### config.mk
export PLATFORM = sky130hd
export DESIGN_NAME = ir_pulse_distance_encoder_top
export DESIGN_NICKNAME = d
export VERILOG_FILES = /design/src/design/irpde_pkg.sv /design/src/design/irpde_ctrl.sv /design/src/design/irpde_dp.sv /design/src/design/ir_pulse_distance_encoder_top.sv
export SDC_FILE = /design/constraint.sdc
export NUM_CORES = 1
export LEC_CHECK = 0
export ABC_AREA = 1
export BUFFER_PORTS_ARGS = -buffer_cell sky130_fd_sc_hd__buf_4
export CORE_UTILIZATION = 55
export DETAILED_ROUTE_END_ITERATION = 10
export PLACE_DENSITY = 0.75
export SYNTH_ARGS = -nofsm -noshare
export SYNTH_HDL_FRONTEND = slang
export SYNTH_SLANG_ARGS = --single-unit
### constraint.sdc
create_clock -name clock -period 3.94 [get_ports clock]
set_input_delay 0.985 -clock clock [delete_from_list [all_inputs] [get_ports clock]]
set_output_delay 0.985 -clock clock [all_outputs]
set_load 0.02 [all_outputs]
### src/design/irpde_pkg.sv
// Package holding the shared types, constants and functions of the pulse-distance encoder.
`default_nettype none
package irpde_pkg;

   localparam int unsigned WORD_W       = 32;
   localparam int unsigned BYTE_W       = 8;
   localparam int unsigned PREFIX_W     = 16;
   localparam int unsigned SHIFT_W      = PREFIX_W + BYTE_W;
   localparam int unsigned COUNT_W      = $clog2(SHIFT_W + 1);
   localparam int unsigned CSR_INDEX_W  = 3;

   localparam logic [PREFIX_W-1:0]   PREFIX_BITS    = {PREFIX_W{1'b1}};
   localparam logic [COUNT_W-1:0]    COUNT_WITH_HDR = COUNT_W'(SHIFT_W);
   localparam logic [COUNT_W-1:0]    COUNT_PLAIN    = COUNT_W'(BYTE_W);

   localparam logic [CSR_INDEX_W-1:0] CSR_GAP        = 3'd0;
   localparam logic [CSR_INDEX_W-1:0] CSR_PULSE      = 3'd1;
   localparam logic [CSR_INDEX_W-1:0] CSR_BIT1_SPACE = 3'd2;
   localparam logic [CSR_INDEX_W-1:0] CSR_BIT0_SPACE = 3'd3;
   localparam logic [CSR_INDEX_W-1:0] CSR_LSB_FIRST  = 3'd4;

   localparam logic [WORD_W-1:0] GAP_RESET        = 32'h0001_0000;
   localparam logic [WORD_W-1:0] PULSE_RESET      = 32'h0100_0400;
   localparam logic [WORD_W-1:0] BIT1_SPACE_RESET = 32'h0000_0C00;
   localparam logic [WORD_W-1:0] BIT0_SPACE_RESET = 32'h0000_0800;

   typedef struct packed {
      logic [BYTE_W-1:0] code_byte;
      logic              starts_code;
   } req_payload_type;

   typedef struct packed {
      logic [WORD_W-1:0] timing_word;
      logic              last_of_run;
   } rsp_payload_type;

   typedef enum logic [1:0] {
      WSEL_GAP   = 2'd0,
      WSEL_PULSE = 2'd1,
      WSEL_SPACE = 2'd2
   } word_sel_type;

   typedef struct packed {
      logic         load;
      logic         emit;
      logic         shift;
      logic         last;
      word_sel_type sel;
   } dp_cmd_type;

   typedef struct packed {
      logic out_free;
      logic done;
   } dp_status_type;

   function automatic logic [BYTE_W-1:0] reverse_byte(input logic [BYTE_W-1:0] value);
      logic [BYTE_W-1:0] result;
      for (int i = 0; i < BYTE_W; i++) begin
         result[i] = value[BYTE_W-1-i];
      end
      return result;
   endfunction

endpackage
`default_nettype wire

### src/design/irpde_ctrl.sv
// Controller state machine that sequences the header, space and pulse words.
`default_nettype none
module irpde_ctrl (
   input  wire                     clock,
   input  wire                     reset,
   input  wire                     req_valid,
   input  wire                     starts_code,
   output logic                    req_stall,
   input  irpde_pkg::dp_status_type status,
   output irpde_pkg::dp_cmd_type    cmd
);
   import irpde_pkg::*;

   typedef enum logic [4:0] {
      ST_IDLE   = 5'b00001,
      ST_GAP    = 5'b00010,
      ST_HPULSE = 5'b00100,
      ST_SPACE  = 5'b01000,
      ST_PULSE  = 5'b10000
   } state_type;

   state_type state_ff;
   state_type state_in;

   always_comb begin
      state_in  = state_ff;
      cmd       = '0;
      cmd.sel   = WSEL_PULSE;
      req_stall = 1'b1;
      unique case (state_ff)
         ST_IDLE: begin
            req_stall = 1'b0;
            if (req_valid) begin
               cmd.load = 1'b1;
               state_in = starts_code ? ST_GAP : ST_SPACE;
            end
         end
         ST_GAP: begin
            cmd.sel = WSEL_GAP;
            if (status.out_free) begin
               cmd.emit = 1'b1;
               state_in = ST_HPULSE;
            end
         end
         ST_HPULSE: begin
            if (status.out_free) begin
               cmd.emit = 1'b1;
               state_in = ST_SPACE;
            end
         end
         ST_SPACE: begin
            cmd.sel = WSEL_SPACE;
            if (status.out_free) begin
               cmd.emit  = 1'b1;
               cmd.shift = 1'b1;
               state_in  = ST_PULSE;
            end
         end
         ST_PULSE: begin
            cmd.last = status.done;
            if (status.out_free) begin
               cmd.emit = 1'b1;
               state_in = status.done ? ST_IDLE : ST_SPACE;
            end
         end
         default: state_in = ST_IDLE;
      endcase
   end

   always_ff @(posedge clock) begin
      if (reset) begin
         state_ff <= ST_IDLE;
      end else begin
         state_ff <= state_in;
      end
   end

endmodule
`default_nettype wire

### src/design/irpde_dp.sv
// Datapath with the timing registers, the bit shifter and the output register.
`default_nettype none
module irpde_dp (
   input  wire                                  clock,
   input  wire                                  reset,
   input  wire                                  csr_we,
   input  wire [irpde_pkg::CSR_INDEX_W-1:0]     csr_index,
   input  wire [irpde_pkg::WORD_W-1:0]          csr_wdata,
   input  irpde_pkg::req_payload_type           req_payload,
   input  irpde_pkg::dp_cmd_type                cmd,
   output irpde_pkg::dp_status_type             status,
   output logic                                 rsp_valid,
   input  wire                                  rsp_stall,
   output irpde_pkg::rsp_payload_type           rsp_payload
);
   import irpde_pkg::*;

   logic [WORD_W-1:0]  gap_ff;
   logic [WORD_W-1:0]  pulse_ff;
   logic [WORD_W-1:0]  bit1_space_ff;
   logic [WORD_W-1:0]  bit0_space_ff;
   logic               lsb_first_ff;
   logic [SHIFT_W-1:0] shift_ff;
   logic [SHIFT_W-1:0] shift_in;
   logic [COUNT_W-1:0] count_ff;
   logic [COUNT_W-1:0] count_in;
   logic               rsp_valid_ff;
   logic               rsp_valid_in;
   rsp_payload_type    rsp_data_ff;
   rsp_payload_type    rsp_data_in;
   logic [BYTE_W-1:0]  ordered_byte;
   logic [WORD_W-1:0]  word_sel;

   always_ff @(posedge clock) begin
      if (reset) begin
         gap_ff        <= GAP_RESET;
         pulse_ff      <= PULSE_RESET;
         bit1_space_ff <= BIT1_SPACE_RESET;
         bit0_space_ff <= BIT0_SPACE_RESET;
         lsb_first_ff  <= 1'b0;
      end else if (csr_we) begin
         unique case (csr_index)
            CSR_GAP:        gap_ff        <= csr_wdata;
            CSR_PULSE:      pulse_ff      <= csr_wdata;
            CSR_BIT1_SPACE: bit1_space_ff <= csr_wdata;
            CSR_BIT0_SPACE: bit0_space_ff <= csr_wdata;
            CSR_LSB_FIRST:  lsb_first_ff  <= csr_wdata[0];
            default: ;
         endcase
      end
   end

   assign ordered_byte = lsb_first_ff ? reverse_byte(req_payload.code_byte)
                                      : req_payload.code_byte;

   always_comb begin
      shift_in = shift_ff;
      count_in = count_ff;
      if (cmd.load) begin
         if (req_payload.starts_code) begin
            shift_in = {PREFIX_BITS, ordered_byte};
            count_in = COUNT_WITH_HDR;
         end else begin
            shift_in = {ordered_byte, {PREFIX_W{1'b0}}};
            count_in = COUNT_PLAIN;
         end
      end else if (cmd.shift) begin
         shift_in = {shift_ff[SHIFT_W-2:0], 1'b0};
         count_in = count_ff - COUNT_W'(1);
      end
   end

   always_ff @(posedge clock) begin
      shift_ff <= shift_in;
      if (reset) begin
         count_ff <= '0;
      end else begin
         count_ff <= count_in;
      end
   end

   always_comb begin
      unique case (cmd.sel)
         WSEL_GAP:   word_sel = gap_ff;
         WSEL_SPACE: word_sel = shift_ff[SHIFT_W-1] ? bit1_space_ff : bit0_space_ff;
         default:    word_sel = pulse_ff;
      endcase
   end

   assign status.out_free = !rsp_valid_ff || !rsp_stall;
   assign status.done     = (count_ff == '0);

   always_comb begin
      rsp_valid_in = rsp_valid_ff;
      rsp_data_in  = rsp_data_ff;
      if (cmd.emit) begin
         rsp_valid_in            = 1'b1;
         rsp_data_in.timing_word = word_sel;
         rsp_data_in.last_of_run = cmd.last;
      end else if (!rsp_stall) begin
         rsp_valid_in = 1'b0;
      end
   end

   always_ff @(posedge clock) begin
      rsp_data_ff <= rsp_data_in;
      if (reset) begin
         rsp_valid_ff <= 1'b0;
      end else begin
         rsp_valid_ff <= rsp_valid_in;
      end
   end

   assign rsp_valid   = rsp_valid_ff;
   assign rsp_payload = rsp_data_ff;

endmodule
`default_nettype wire

### src/design/ir_pulse_distance_encoder_top.sv
// Top level of the pulse-distance infrared encoder.
// Each accepted item is one code byte; it yields 16 timing words, or 50 when it starts a code
// (gap, pulse and a 16-bit all-ones prefix first). One word leaves per cycle while the output
// is not stalled, and the controller takes a new item only from its idle state, so a byte
// waits until every word of the one before has entered the single output register that the
// word sequencer feeds. The last word of each item carries last_of_run. Timing registers are
// written through the csr port, by the user only while the block is idle (not enforced).
`default_nettype none
module ir_pulse_distance_encoder_top (
   input  wire                              clock,
   input  wire                              reset,
   input  wire                              csr_we,
   input  wire [irpde_pkg::CSR_INDEX_W-1:0] csr_index,
   input  wire [irpde_pkg::WORD_W-1:0]      csr_wdata,
   input  wire                              req_valid,
   output logic                             req_stall,
   input  irpde_pkg::req_payload_type       req_payload,
   output logic                             rsp_valid,
   input  wire                              rsp_stall,
   output irpde_pkg::rsp_payload_type       rsp_payload
);
   import irpde_pkg::*;

   dp_cmd_type    cmd;
   dp_status_type status;

   irpde_ctrl u_ctrl (
      .clock       (clock),
      .reset       (reset),
      .req_valid   (req_valid),
      .starts_code (req_payload.starts_code),
      .req_stall   (req_stall),
      .status      (status),
      .cmd         (cmd)
   );

   irpde_dp u_dp (
      .clock       (clock),
      .reset       (reset),
      .csr_we      (csr_we),
      .csr_index   (csr_index),
      .csr_wdata   (csr_wdata),
      .req_payload (req_payload),
      .cmd         (cmd),
      .status      (status),
      .rsp_valid   (rsp_valid),
      .rsp_stall   (rsp_stall),
      .rsp_payload (rsp_payload)
   );

endmodule
`default_nettype wire

==> results.toml, run 1 <==
[status]
status = "complete, no violations"

[cts]
cts_buffer_depth = 2
ctsHoldBuffers = 0
cts_tree = "built"
insertion_delay_ps = 430
post-cts-setup-buffers = 0
clkSlewWorstSetupHoldPaths_ps = 60
ctsRootBufferMaster = "clkbuf_16"
numCtsBuffers = 17
cts-resized-gates = 0
clock-sinks = 197
htree_levels = 4

[worst_hold_path]
hold_start = "u_dp.bit0_space_ff[14]"
min_path_type = "reg -> reg"

[floorplanning]
design.portCount = 84
fp.dieW_um = 124
die_area_sq_mm = 0.0153
fp.dieH_um = 124
start_util_pct = 56.4
core.rowCount = 44
coreArea_sq_mm = 0.0145

[yosys]
yosysWarnings = 0
synth_area_leader_cell = "dfxtp_1"
syn_inst = 1014
avgSynthCellArea_sq_um = 8.05
synth_top_cell_area_share_pct = 34.3
ys_types = 31
syn_area_sq_mm = 0.00816
yosys.area_share.simple_pct = 23.6
synth_top_family_by_area = "simple AND/OR/NAND/NOR gates"
synthTopCellsByArea = "dfxtp_1 34%, edfxtp_1 21%, o21ai_0 10%, nand2_1 9.0%, nor2_1 8.9%"
yosys.area_share.adder_pct = 0.153
synth_compound_area_share_pct = 14.2
ys_seq_elements = 197
yosysSeqAreaShare_pct = 55.3
synthMuxAreaShare_pct = 0
synth_nets = 1064
synth_xor_area_share_pct = 0

[power]
combPwrFrac_pct = 10.6
p_sw_share_pct = 24.3
power_switching_mw = 1.08
clockPowerShare_pct = 38.4
leakage_nw = 3.78
p_per_area_mw_per_mm2 = 474
cellInternalPower_mw = 3.36
peakVddDrop_uv = 338
power_frac_seq_pct = 51.0

[final_layout]
layout.nets = 1115
insertedDiodeCount = 0
seqCellArea_sq_mm = 0.00451
drive_above_1_share_pct = 13.5
multiInputGateArea_sq_mm = 0.00311
layout_commonest_cell = "nand2_1"
syn_to_final_growth_pct = 14.8
final_cells = 1262
num-fill-cells = 1295
layout_common_cells = "196 x nand2_1, 193 x nor2_1, 171 x o21ai_0"
fin_area_sq_mm = 0.00937

[critical_path]
cp_max_fo = 36
crit_type = "reg -> reg"
worst_ep_arrival_time_ps = 2660
cpPeakStageDelay_ps = 480
crit_slowest_cell = "nor2_4"
crit_required_ps = 4050
crit_path_end_kind = "flip-flop"
critPathLaunchType = "flip-flop"
critPathMostFrequentCell = "nor2_4"
critPathLaunch = "u_ctrl.state_ff[2]"
r2r_start = "u_ctrl.state_ff[2]"
path_cells = "nor2_4, nand2_2, nor2_4, buf_4, inv_2, nand2_2, nor3_1, nor2_4, buf_4"

[detailed_routing]
viasPerCell = 5.28
final_antenna_net_count = 0
wirelength_um = 17800
first_pass_iters = 5
wl_per_cell_um = 14.1
vias = 6660
drc = 0
drt_iter0_drc = 583

[global_route]
antenna_found_initial = 0
overflow = 0
grt_first_pass_wirelength_um = 28800
grt_pass1_vias = 5863
grt_use_total_pct = 24.4
grt_start_max_net_pins = 91

[sta]
final-hold-violation-count = 0
worstMarginPinSlew_ps = 1070
hold_slack_ps = 444
max_freq_mhz = 393
rsz0062_at_grt = "false"
fin_crit_sh_pct = 64.6
period_minus_slack_ps = 2540
slew_violations = 0
skew_ps = 8.24
slew_headroom_pct = 28.9
finalSetupTns_ps = 0
finalSetupViolCount = 0

[place]
dp_cells = 1230
postPlaceCellArea_sq_mm = 0.00879
place.gp.congestion = 0.821
numPortBuffers = 83
hpwl_um = 10500

[flow_run]
cap_violations = 0
[final timing paths]
check,cells after the start,slack [ps],endpoint
min,2,440,u_dp.bit0_space_ff[14]
min reg2reg,2,440,u_dp.bit0_space_ff[14]
max reg2reg,9,1400,u_dp.rsp_payload[15]
max,9,1400,u_dp.rsp_payload[15]
[Yosys cell counts]
cell type and instances:
nand2_4 2, dfxtp_1 140, a21oi_4 1, buf_1 2, o211ai_1 2, o21a_1 8
o21ai_0 171, nor3_1 2, inv_1 57, nand3_4 1, buf_4 4, nor2_1 194
nand2_1 196, a21oi_1 38, nand4_1 3, nand2_2 3, or2_1 1, a31oi_1 1
nand3_1 57, nor2_2 5, clkbuf_1 24, o31ai_2 1, and2_0 1, edfxtp_1 57
buf_6 5, buf_2 23, inv_2 8, nor2_4 3, nand3b_1 2, clkbuf_2 1
ha_1 1
[worst max-delay path, delay by kind of cell (launching register included)]
family	cells	cell delay, ps
buffers and inverters	3	840
flip-flops	1	340
AND/OR/NAND/NOR	6	1010
[cell type report]
| class | count | share of cell area (%) |
|---|---|---|
| clock buffers | 22 | 5.06 |
| clock inverters | 10 | 1.11 |
| inverters | 65 | 2.60 |
| multi-input cells | 693 | 33.2 |
| flip-flops and latches | 197 | 48.2 |
| well taps | 184 | 2.46 |
| repair buffers | 91 | 7.43 |
[state kept, by name (all words and copies together) (netlist names)]
name,cells
u_ctrl.state_ff,5
u_dp.bit0_space_ff,32
u_dp.bit1_space_ff,32
u_dp.count_ff,5
u_dp.gap_ff,32
u_dp.lsb_first_ff,1
u_dp.pulse_ff,32
u_dp.rsp_payload,33
u_dp.rsp_valid,1
u_dp.shift_ff,24
[cell families (layout without fill, tap and decap cells)]
group / Yosys count / count (layout)
AND/OR/NAND/NOR: 470 / 470
AO/OA/AOI/OAI: 222 / 222
flip-flops: 197 / 197
buffers and inverters: 124 / 188
adder cells (fa/ha/maj): 1 / 1
[power by group through the flow]
stage / clock network [mW] / registers, mW / logic (mW)
after floorplan: 0 / 2.31 / 0.311
after global placement: 0 / 2.30 / 0.461
after detailed placement: 0 / 2.31 / 0.469
after CTS: 1.72 / 2.26 / 0.472
after global routing: 1.79 / 2.27 / 0.530
final: 1.70 / 2.26 / 0.471
[through the flow]
| stage | power, mW | worst slack [ps] | utilization [%] |
|---|---|---|---|
| after CTS | 4.45 | 1390 | 64.7 |
| after global placement | 2.77 | 1280 | 60.7 |
| after floorplan | 2.62 | 863 | - |
| final | 4.44 | 1400 | 64.7 |
| after detailed placement | 2.78 | 1170 | 60.7 |
| after global routing | 4.60 | 1200 | 64.7 |
[layer usage]
metal | vias to the layer above | GRT usage [%] | share of wire [%]
met5 | - | 0 | 0
met4 | 0 | 8.89 | 1.4
met3 | 23 | 4.21 | 6.0
met2 | 177 | 38.9 | 47
met1 | 3061 | 33.2 | 46
li1 | 3399 | - | -
(Power assumes the default switching activity.)
==> inputs of run 2 (changes only) <==
- clock period: 3.94 -> 2.6 ns (I/O delays scaled with it)
==> run 2 against run 1 <==
Sequential share of layout area decreased by 0.28 points. Clock power increased by 44%. Critical path depth decreased by 6. Non-clock buffer count increased by 5. Hold slack improved by 3.5 ps. Via count increased by 0.77%. Flip-flop and latch count unchanged. Global-route usage decreased by 0.22 points. First-iteration DRC count decreased by 22%. Utilization increased by 0.37 points. Sequential power increased by 52%. Largest power group unchanged.
==> results.toml, run 2 (synthesis gave the netlist of run 1 again) <==
[final_layout]
fin_area_sq_mm = 0.00942
layout_commonest_cell = "nand2_1"
insertedDiodeCount = 0
layout_common_cells = "196 x nand2_1, 193 x nor2_1, 171 x o21ai_0"
drive_above_1_share_pct = 13.7
largest_register_ffs = 33
syn_to_final_growth_pct = 15.5
num-fill-cells = 1245
layout.nets = 1120

[sta]
finalSetupViolCount = 0
fin_crit_sh_pct = 74.5
slew_violations = 0
period_minus_slack_ps = 1940
finalSetupTns_ps = 0
rsz0062_at_grt = "false"
final-hold-violation-count = 0
hold_slack_ps = 448
slew_headroom_pct = 54.2
max_freq_mhz = 517
worstMarginPinSlew_ps = 686
skew_ps = 7.34

[detailed_routing]
dr_wl_met3_um = 785
final_antenna_net_count = 0
wirelength_um = 17700
vias = 6711
first_pass_iters = 4
highest_layer = "met4"
wl_met1_um = 8230
drc = 0
drt_iter0_drc = 456
wl_per_cell_um = 14.0
viasPerCell = 5.30
wl_met2_um = 8380

[floorplanning]
design.portCount = 84
die_area_sq_mm = 0.0153
fp.dieW_um = 124
fp.dieH_um = 124
start_util_pct = 56.4
coreArea_sq_mm = 0.0145
core.rowCount = 44

[place]
postPlaceCellArea_sq_mm = 0.00888
hpwl_um = 10600
place.gp.congestion = 0.813
numPortBuffers = 83

[cts]
htree_levels = 4
ctsRootBufferMaster = "clkbuf_16"
post-cts-setup-buffers = 0
clock-sinks = 197
insertion_delay_ps = 430
ctsHoldBuffers = 0
numCtsBuffers = 17
clkSlewWorstSetupHoldPaths_ps = 60
cts_tree = "built"
cts_buffer_depth = 2
cts-resized-gates = 0

[status]
status = "complete, no violations"

[critical_path]
crit_buf_inv = 1
crit_required_ps = 1950
crit_path_end_kind = "output pin"
cp_max_fo = 6
cpPeakStageDelay_ps = 350
crit_slowest_cell = "dfxtp_1"
cp_top_family = "flip-flops"
crit_type = "reg -> out"
critPathLaunchType = "flip-flop"
worst_ep_arrival_time_ps = 1290
path_cells = "nor2_4, nand3_4, buf_4"

[power]
p_per_area_mw_per_mm2 = 702
leakage_nw = 3.81
peakVddDrop_uv = 481

[global_route]
grt_first_pass_wirelength_um = 28500
grt_pass1_vias = 5967
antenna_found_initial = 0
grt_use_total_pct = 24.1
overflow = 0
grt_start_max_net_pins = 131

[flow_run]
cap_violations = 0

[worst_hold_path]
min_path_type = "reg -> reg"
==> run 2: report_power, final <==
part	internal, mW	switching (mW)	total [mW]
combinational	0.258	0.481	0.739
clock	1.36	1.08	2.44
sequential	3.36	0.0629	3.43
==> run 2: path summary, 6_finish.rpt <==
| path | slack, ps | cells after the start | start | end |
|---|---|---|---|---|
| setup / recovery | 660 | 3 | u_ctrl.state_ff[2] | req_stall |
| hold / removal | 450 | 2 | u_dp.bit0_space_ff[25] | u_dp.bit0_space_ff[25] |
| setup reg to reg | 800 | 6 | u_ctrl.state_ff[2] | u_dp.shift_ff[2] |
| hold reg to reg | 450 | 2 | u_dp.bit0_space_ff[25] | u_dp.bit0_space_ff[25] |
==> run 2: per-layer routing <==
layer	GRT usage, %	vias to the layer above
li1	-	3403
met1	32.5	3132
met2	38.6	150
met3	4.49	26
met4	9.34	0
met5	0	-
==> run 2: stage by stage <==
stage	cells	utilization [%]	total power, mW	worst slack (ps)
6_report	1267	65.1	6.61	664
5_1_grt	1267	65.1	6.88	607
4_1_cts	1267	65.1	6.64	646
3_5_place_dp	1235	61.3	4.23	598
3_3_place_gp	1235	61.3	4.21	613
2_1_floorplan	1014	-	3.98	399
==> run 2: cell type report <==
cell class	count	area [sq um]	share of cell area (%)
repair buffers	96	783	8.31
flip-flops and latches	197	4510	47.9
multi-input cells	693	3110	33.0
inverters	65	244	2.59
clock buffers	22	465	4.94
well taps	184	230	2.44
clock inverters	10	78.8	0.837
==> run 2: worst reg2reg max path: stages, from the launching register on <==
cell	delay [ps]
dfxtp_1	350
nor2_4	210
nand3_4	130
nor2_4	260
inv_2	210
nand2_2	170
buf_12	190
